===== src/hdl/swm_pkg.sv =====
// Shared types and constants for the star wildcard matcher.
// No dependencies; imported by every module under hdl.
package swm_pkg;

    localparam int PATTERN_MAX = 32;
    localparam int LEN_W       = $clog2(PATTERN_MAX + 1);

    localparam logic [7:0] STAR_BYTE = 8'h2A;

    localparam logic [1:0] OP_PAT_BYTE  = 2'd0;
    localparam logic [1:0] OP_NAME_BYTE = 2'd1;
    localparam logic [1:0] OP_PAT_END   = 2'd2;
    localparam logic [1:0] OP_NAME_END  = 2'd3;

    // Broadcast to every cell in a cycle
    typedef struct packed {
        logic       step;     // advance the active set by one name byte
        logic       restart;  // reload active set with position zero plus closure
        logic [7:0] chr;      // name byte for a step, pattern byte for a write
    } t_cell_cmd;

    typedef struct packed {
        logic matched;
        logic overflow;
    } t_result;

endpackage


===== src/hdl/star_wildcard_matcher.sv =====
// Top level of the star wildcard matcher: a row of swm_cell positions,
// pattern length and flags, and an swm_out_buf on the result side.
//
//  channel  | handshake                  | payload
//  ---------+----------------------------+------------------------------------
//  input    | i_in_valid / o_in_ready    | i_opcode, i_byte_value
//  result   | o_out_valid / i_out_ready  | o_matched, o_pattern_overflow
//
// One word per cycle for every opcode while o_in_ready is high; each name
// byte updates all pattern positions at once, with star runs resolved along
// the cell chain. An end-of-name word's result is registered in swm_out_buf.
// Input stalls only while two results wait unread in the output buffer.
// Reset: empty pattern in force, no results pending.
module star_wildcard_matcher
    import swm_pkg::*;
(
    input  logic       i_clk,
    input  logic       i_rst_n,
    input  logic       i_in_valid,
    output logic       o_in_ready,
    input  logic [1:0] i_opcode,
    input  logic [7:0] i_byte_value,
    output logic       o_out_valid,
    input  logic       i_out_ready,
    output logic       o_matched,
    output logic       o_pattern_overflow
);

    logic [LEN_W-1:0]     r_length;
    logic [LEN_W-1:0]     n_length;
    logic                 r_ovf;
    logic                 n_ovf;
    logic                 r_closed;
    logic                 n_closed;
    logic                 r_tail;      // active bit of the position past the last cell

    logic                 acc;
    logic                 op_pat;
    logic                 op_name;
    logic                 op_pend;
    logic                 op_nend;
    logic [LEN_W-1:0]     wr_pos;
    logic                 wr_ok;
    logic [PATTERN_MAX-1:0] wr_vec;
    logic [PATTERN_MAX-1:0] en_vec;
    logic [PATTERN_MAX-1:0] adv;
    logic [PATTERN_MAX-1:0] clo;
    logic [PATTERN_MAX-1:0] act;
    logic [PATTERN_MAX:0]   act_all;
    t_cell_cmd            cmd;
    t_result              res;
    logic                 push;
    logic                 full;
    t_result              out_data;

    assign o_in_ready = ~full;
    assign acc        = i_in_valid & o_in_ready;
    assign op_pat     = acc & (i_opcode == OP_PAT_BYTE);
    assign op_name    = acc & (i_opcode == OP_NAME_BYTE);
    assign op_pend    = acc & (i_opcode == OP_PAT_END);
    assign op_nend    = acc & (i_opcode == OP_NAME_END);

    // name words count only with a closed pattern
    assign push        = op_nend & r_closed;
    assign cmd.step    = op_name & r_closed;
    assign cmd.restart = op_pend | push;
    assign cmd.chr     = i_byte_value;

    // a pattern byte on a closed pattern starts over at position zero
    assign wr_pos = r_closed ? '0 : r_length;
    assign wr_ok  = (wr_pos < LEN_W'(PATTERN_MAX));

    always_comb begin
        for (int i = 0; i < PATTERN_MAX; i++) begin
            wr_vec[i] = op_pat & wr_ok & (wr_pos == LEN_W'(i));
            en_vec[i] = (LEN_W'(i) < r_length);
        end
    end

    always_comb begin
        n_length = r_length;
        n_ovf    = r_ovf;
        n_closed = r_closed;
        if (op_pat) begin
            n_closed = 1'b0;
            n_ovf    = (~r_closed & r_ovf) | ~wr_ok;
            if (wr_ok) begin
                n_length = wr_pos + LEN_W'(1);
            end
        end else if (op_pend) begin
            n_closed = 1'b1;
        end
    end

    always_ff @(posedge i_clk) begin
        if (!i_rst_n) begin
            r_length <= '0;
            r_ovf    <= 1'b0;
            r_closed <= 1'b1;
            r_tail   <= 1'b0;
        end else begin
            r_length <= n_length;
            r_ovf    <= n_ovf;
            r_closed <= n_closed;
            if (cmd.step || cmd.restart) begin
                r_tail <= adv[PATTERN_MAX-1] | clo[PATTERN_MAX-1];
            end
        end
    end

    for (genvar g = 0; g < PATTERN_MAX; g++) begin : g_cell
        logic adv_in;
        logic clo_in;
        if (g == 0) begin : g_head
            assign adv_in = cmd.restart;
            assign clo_in = 1'b0;
        end else begin : g_body
            assign adv_in = adv[g-1];
            assign clo_in = clo[g-1];
        end
        swm_cell u_cell (
            .i_clk    (i_clk),
            .i_rst_n  (i_rst_n),
            .i_seed   ((g == 0) ? 1'b1 : 1'b0),
            .i_cmd    (cmd),
            .i_wr     (wr_vec[g]),
            .i_en     (en_vec[g]),
            .i_adv_in (adv_in),
            .i_clo_in (clo_in),
            .o_adv    (adv[g]),
            .o_clo    (clo[g]),
            .o_act    (act[g])
        );
    end

    assign act_all      = {r_tail, act};
    assign res.matched  = act_all[r_length] & ~r_ovf;
    assign res.overflow = r_ovf;

    swm_out_buf u_out_buf (
        .i_clk   (i_clk),
        .i_rst_n (i_rst_n),
        .i_push  (push),
        .i_data  (res),
        .o_full  (full),
        .o_valid (o_out_valid),
        .i_ready (i_out_ready),
        .o_data  (out_data)
    );

    assign o_matched          = out_data.matched;
    assign o_pattern_overflow = out_data.overflow;

endmodule


===== src/hdl/swm_cell.sv =====
// One pattern position: stored pattern byte and its active bit.
// Depends on swm_pkg; chained left to right inside star_wildcard_matcher.
module swm_cell
    import swm_pkg::*;
(
    input  logic      i_clk,
    input  logic      i_rst_n,
    input  logic      i_seed,     // reset value of the active bit
    input  t_cell_cmd i_cmd,
    input  logic      i_wr,       // store i_cmd.chr as this position's byte
    input  logic      i_en,       // position lies inside the pattern
    input  logic      i_adv_in,   // left neighbor consumed a byte into this position
    input  logic      i_clo_in,   // left neighbor is an active star (empty run)
    output logic      o_adv,
    output logic      o_clo,
    output logic      o_act
);

    logic [7:0] r_byte;
    logic       r_act;
    logic       n_act;
    logic       star;
    logic       live;
    logic       hold;

    assign star  = (r_byte == STAR_BYTE);
    assign live  = r_act & i_en;
    // a star keeps its own position alive while it swallows the byte
    assign hold  = i_cmd.step & live & star;
    assign n_act = i_adv_in | hold | i_clo_in;

    assign o_clo = n_act & i_en & star;
    assign o_adv = i_cmd.step & live & ~star & (r_byte == i_cmd.chr);
    assign o_act = r_act;

    always_ff @(posedge i_clk) begin
        if (i_wr) begin
            r_byte <= i_cmd.chr;
        end
    end

    always_ff @(posedge i_clk) begin
        if (!i_rst_n) begin
            r_act <= i_seed;
        end else if (i_cmd.step || i_cmd.restart) begin
            r_act <= n_act;
        end
    end

endmodule


===== src/hdl/swm_out_buf.sv =====
// Two-word output buffer: output register plus skid stage.
// Depends on swm_pkg for the result word type.
module swm_out_buf
    import swm_pkg::*;
(
    input  logic    i_clk,
    input  logic    i_rst_n,
    input  logic    i_push,
    input  t_result i_data,
    output logic    o_full,
    output logic    o_valid,
    input  logic    i_ready,
    output t_result o_data
);

    logic    r_head_v;
    logic    r_skid_v;
    t_result r_head;
    t_result r_skid;
    logic    pop;

    assign pop     = r_head_v & i_ready;
    assign o_full  = r_skid_v;
    assign o_valid = r_head_v;
    assign o_data  = r_head;

    always_ff @(posedge i_clk) begin
        if (!i_rst_n) begin
            r_head_v <= 1'b0;
            r_skid_v <= 1'b0;
        end else begin
            if (pop || !r_head_v) begin
                r_head_v <= r_skid_v | i_push;
                r_skid_v <= 1'b0;
            end else if (i_push) begin
                r_skid_v <= 1'b1;
            end
        end
    end

    always_ff @(posedge i_clk) begin
        if (pop || !r_head_v) begin
            r_head <= r_skid_v ? r_skid : i_data;
        end
        if (r_head_v && !pop && i_push) begin
            r_skid <= i_data;
        end
    end

endmodule

===== config.mk =====
export PLATFORM = sky130hd
export DESIGN_NAME = star_wildcard_matcher
export DESIGN_NICKNAME = d
export VERILOG_FILES = /design/src/hdl/swm_pkg.sv /design/src/hdl/star_wildcard_matcher.sv /design/src/hdl/swm_cell.sv /design/src/hdl/swm_out_buf.sv
export SDC_FILE = /design/constraint.sdc
export NUM_CORES = 1
export LEC_CHECK = 0
export ABC_AREA = 1
export BUFFER_PORTS_ARGS = -buffer_cell sky130_fd_sc_hd__buf_2
export CAP_MARGIN = 20
export CELL_PAD_IN_SITES_DETAIL_PLACEMENT = 0
export CELL_PAD_IN_SITES_GLOBAL_PLACEMENT = 1
export CORE_MARGIN = 4
export CORE_UTILIZATION = 46
export CTS_CLUSTER_DIAMETER = 200
export DETAILED_ROUTE_END_ITERATION = 8
export PLACE_DENSITY_LB_ADDON = 0.1
export SKIP_LAST_GASP = 1
export SLEW_MARGIN = 20
export SYNTH_ARGS = -nofsm -noshare
export SYNTH_HDL_FRONTEND = slang
export SYNTH_SLANG_ARGS = --single-unit

===== constraint.sdc =====
create_clock -name i_clk -period 4.4 [get_ports i_clk]
set_input_delay 0.22 -clock i_clk [delete_from_list [all_inputs] [get_ports i_clk]]
set_output_delay 0.22 -clock i_clk [all_outputs]
set_load 0.05 [all_outputs]

==> metrics.md <==
| Metric | Value |
|---|---|
| Clock Tree Buf Depth | `3` |
| Hold Violations, Final | `0` |
| CP Capture Type | `flip-flop` |
| CP Data Arrival Time | `6.06 ns` |
| Cell depth of the worst setup path | `50` |
| Max IR drop VDD | `0.000311 V` |
| Worst slack at placement | `-0.880 ns` |
| Reg2reg path depth | `50` |
| Reg2Reg Setup Slack | `-1.24 ns` |
| R2R Path Start | `g_cell[0].u_cell.r_byte[7]` |
| Vias | `12.0k` |
| Worst Hold Slack | `0.0729 ns` |
| # Max-Cap Violations | `0` |
| Clk Latency, worst-skew pair | `0.53 ns` |
| ANT nets after route | `0` |
| Placer congestion estimate | `0.868` |
| Net Count, Synth | `1539` |
| Netlist cell types | `56` |
| Detail Placement HPWL | `roughly 31000 µm` |
| Vias in the first global route | `12.5k` |
| Pleak | `7.70 nW` |
| CTS clk-pin slew, worst paths | `0.06 ns` |
| Fmax | `about 180 MHz` |
| DR WL met2 | `between 20000 and 25000 µm` |
| Metal-1 WL | `20000 µm` |
| Synth-to-Final Area Change | `25.8%` |
| Synth async-reset ratio | `0` |
| Core ar. | `0.0328 mm²` |
| Vias/cell | `5.30` |
| Initial antenna violation count | `0` |
| Startpoint Class | `flip-flop` |
| Total Wirelength | `44300 µm` |
| Layout cells sized above 1 | `0.230` |
| DR iter-0 viols | `roughly 800` |
| CP max FO | `3` |
| Die Area | `around 0.036 mm²` |
| # diodes | `0` |
| Uppermost routed layer | `met4` |
| CP dominant cell by count | `buf_4` |
| Slew headroom | `0.373` |
| Critical Path RT | `between 4 and 5 ns` |
| Most frequent cells in the layout | `279 x buf_4, 260 x edfxtp_1, 202 x inv_1` |
| Rows | `between 60 and 70` |
| Chip height | `191 µm` |
| Number of buffers added on ports | `17` |
| Power Density | `between 300 and 400 mW/mm²` |
| Final Net Count | `roughly 1.8k` |
| Type of the worst setup path | `reg -> reg` |
| Post-Route Utilization | `0.590` |
| Most common cell after layout, fill and taps aside | `buf_4` |
| Kind of cell adding the most delay to the critical path | `buffers and inverters` |
| Placed cell areas | `0.0172 mm²` |
| Global route overflow | `0` |
| Violated checks | `negative setup slack` |
| Residual DRC | `0` |
| H-tree levels | `2` |
| Largest net degree at the start of global routing | `28` |
| Slew Viols, Final | `0` |
| Setup crit start | `g_cell[0].u_cell.r_byte[7]` |
| I/O pin total | `18` |
| Root buffer cell | `clkbuf_16` |
| Post-synthesis average cell area | `10.1 µm²` |
| Final Worst Setup Slack | `-1.24 ns` |
| # clock sinks | `303` |
| Seq cells post-synth | `303` |
| Initial Utilization | `0.469` |
| CTS tree | `yes` |
| Synth Warn # | `0` |
| Status | `finished, violations left` |
| Fin crit share | `1.28` |
| Synthesized area | `0.0154 mm²` |
| Ys flop type | `edfxtp_1` |
| TNS Setup | `-8.43 ns` |
| RSZ-0062 raised after global routing | `true` |
| Max stage delay on crit path | `0.40 ns` |
| Finished Cell Area | `0.0193 mm²` |
| Post-route minimum period | `5.64 ns` |
| Routed len/inst | `19.5 µm` |
| CTS buffer count | `36` |
| Worst R2R End | `g_cell[8].u_cell.o_act` |
| Global-route wire length before repair | `70400 µm` |
| Register area share after synthesis | `0.564` |
| Crit path buffers/inverters | `29` |
| Number of flops mapped to enable cells by yosys | `260` |
| Slowest CP cell | `edfxtp_1` |
| Wire length on met3 | `2860 µm` |
| Final setup viols | `13` |
| Tot GR Track Use | `0.251` |
| Worst Max-Slew Pin Slew | `0.940 ns` |
| Chip Width | `between 150 and 200 µm` |
| Clock Skew | `0.0193 ns` |
| CP Capture Point | `g_cell[8].u_cell.o_act` |
| Cells after Synth | `1521` |
| Pre-antenna DRT Iters | `6` |
| Hold Path Class | `in -> reg` |
-- worst min-delay path by stage --
| stage | from | to | slack [ns] | cells after the start |
|---|---|---|---|---|
| final | i_byte_value[6] | g_cell[4].u_cell.r_byte[6] | 0.07 | 2 |
| after global routing | i_byte_value[6] | g_cell[4].u_cell.r_byte[6] | 0.08 | 2 |
| after CTS | i_byte_value[6] | g_cell[4].u_cell.r_byte[6] | 0.06 | 2 |
| after detailed placement | r_ovf | u_out_buf.r_skid[0] | 0.42 | 0 |
| after global placement | r_ovf | u_out_buf.r_skid[0] | 0.42 | 0 |
| after floorplan | i_byte_value[0] | g_cell[0].u_cell.r_byte[0] | 0.32 | 0 |
-- repair_timing --
| action | 4_1_cts | 5_1_grt |
|---|---|---|
| pin swaps | 12 | 42 |
| hold endpoints to repair | 1 | 0 |
| hold buffers | 1 | 0 |
| setup endpoints to repair | 8 | 18 |
| gates resized for setup | 20 | 42 |
| setup buffers | 174 | 13 |
-- cell type report --
type / instances / area (µm²)
repair buffers: 304 / 2360
inverters: 216 / 821
well taps: 442 / 553
fillers: 2864 / 13400
clock inverters: 15 / 158
flip-flops and latches: 303 / 8670
clock buffers: 48 / 988
multi-input cells: 946 / 5790
-- kinds of logic (layout without fill, tap and decap cells) --
kind of cell / count (synthesis) / after routing / synth area share
AO/OA/AOI/OAI: 176 / 176 / 0.0700
flip-flops: 303 / 303 / 0.564
buffers and inverters: 272 / 583 / 0.0697
AND/OR/NAND/NOR: 539 / 539 / 0.164
XOR/XNOR: 227 / 227 / 0.129
adder cells (fa/ha/maj): 4 / 4 / 0.00326
-- sequential cells by signal (all words and copies together) (netlist names) --
signal	cells
g_cell.u_cell.r_byte	256
r_closed	1
r_tail	1
u_out_buf.o_valid	1
u_out_buf.r_skid	2
r_ovf	1
u_out_buf.o_data	2
r_length	6
g_cell.u_cell.o_act	32
u_out_buf.o_full	1
-- synth_stat cells (2+ instances only) --
library cell / number / area share
clkinv_4: 2 / 0.0011
nor2_4: 2 / 0.0015
o211ai_1: 19 / 0.0093
dfxtp_1: 43 / 0.056
a41oi_1: 3 / 0.0017
o21ai_1: 3 / 0.00098
a21o_1: 2 / 0.00098
nor4b_1: 16 / 0.0091
inv_1: 203 / 0.050
nand4_1: 37 / 0.015
nor4_1: 53 / 0.022
nand3_1: 44 / 0.014
a31oi_1: 4 / 0.0016
buf_2: 12 / 0.0039
nor3b_1: 2 / 0.00098
nor2_2: 2 / 0.00081
nand3b_1: 2 / 0.00098
o41ai_1: 2 / 0.0011
o31ai_1: 4 / 0.0020
xnor2_1: 100 / 0.057
or4_1: 4 / 0.0020
o221ai_1: 2 / 0.0011
edfxtp_1: 260 / 0.51
nor3_1: 27 / 0.0088
o21bai_1: 12 / 0.0059
buf_6: 2 / 0.0015
and3_1: 3 / 0.0012
a221oi_1: 3 / 0.0017
nor2_1: 129 / 0.031
a21oi_1: 49 / 0.016
nand2_1: 210 / 0.051
o22ai_1: 3 / 0.0012
nand3_2: 2 / 0.0013
clkinv_1: 3 / 0.00073
ha_1: 4 / 0.0033
clkbuf_1: 25 / 0.0061
o21ai_0: 56 / 0.018
xor2_1: 127 / 0.072
buf_4: 3 / 0.0015
buf_1: 14 / 0.0034
inv_2: 8 / 0.0020
a32o_1: 3 / 0.0020
a2111oi_0: 4 / 0.0023
-- where the power goes --
group          switching [mW]  internal [mW]
registers              0.0149           3.14
clock network            1.14           1.75
logic                   0.308          0.179
-- per-layer routing --
layer	up-vias	GRT usage
met3	99	0.0377
li1	5740	-
met2	363	0.408
met4	0	0.0768
met5	-	0
met1	5842	0.350
-- through the flow --
stage          power (mW)  instances
2_1_floorplan        3.48       1521
3_3_place_gp         3.69       2108
3_5_place_dp         3.69       2108
4_1_cts              6.60       2344
5_1_grt              6.77       2274
6_report             6.54       2274
(Power assumes the default switching activity.)
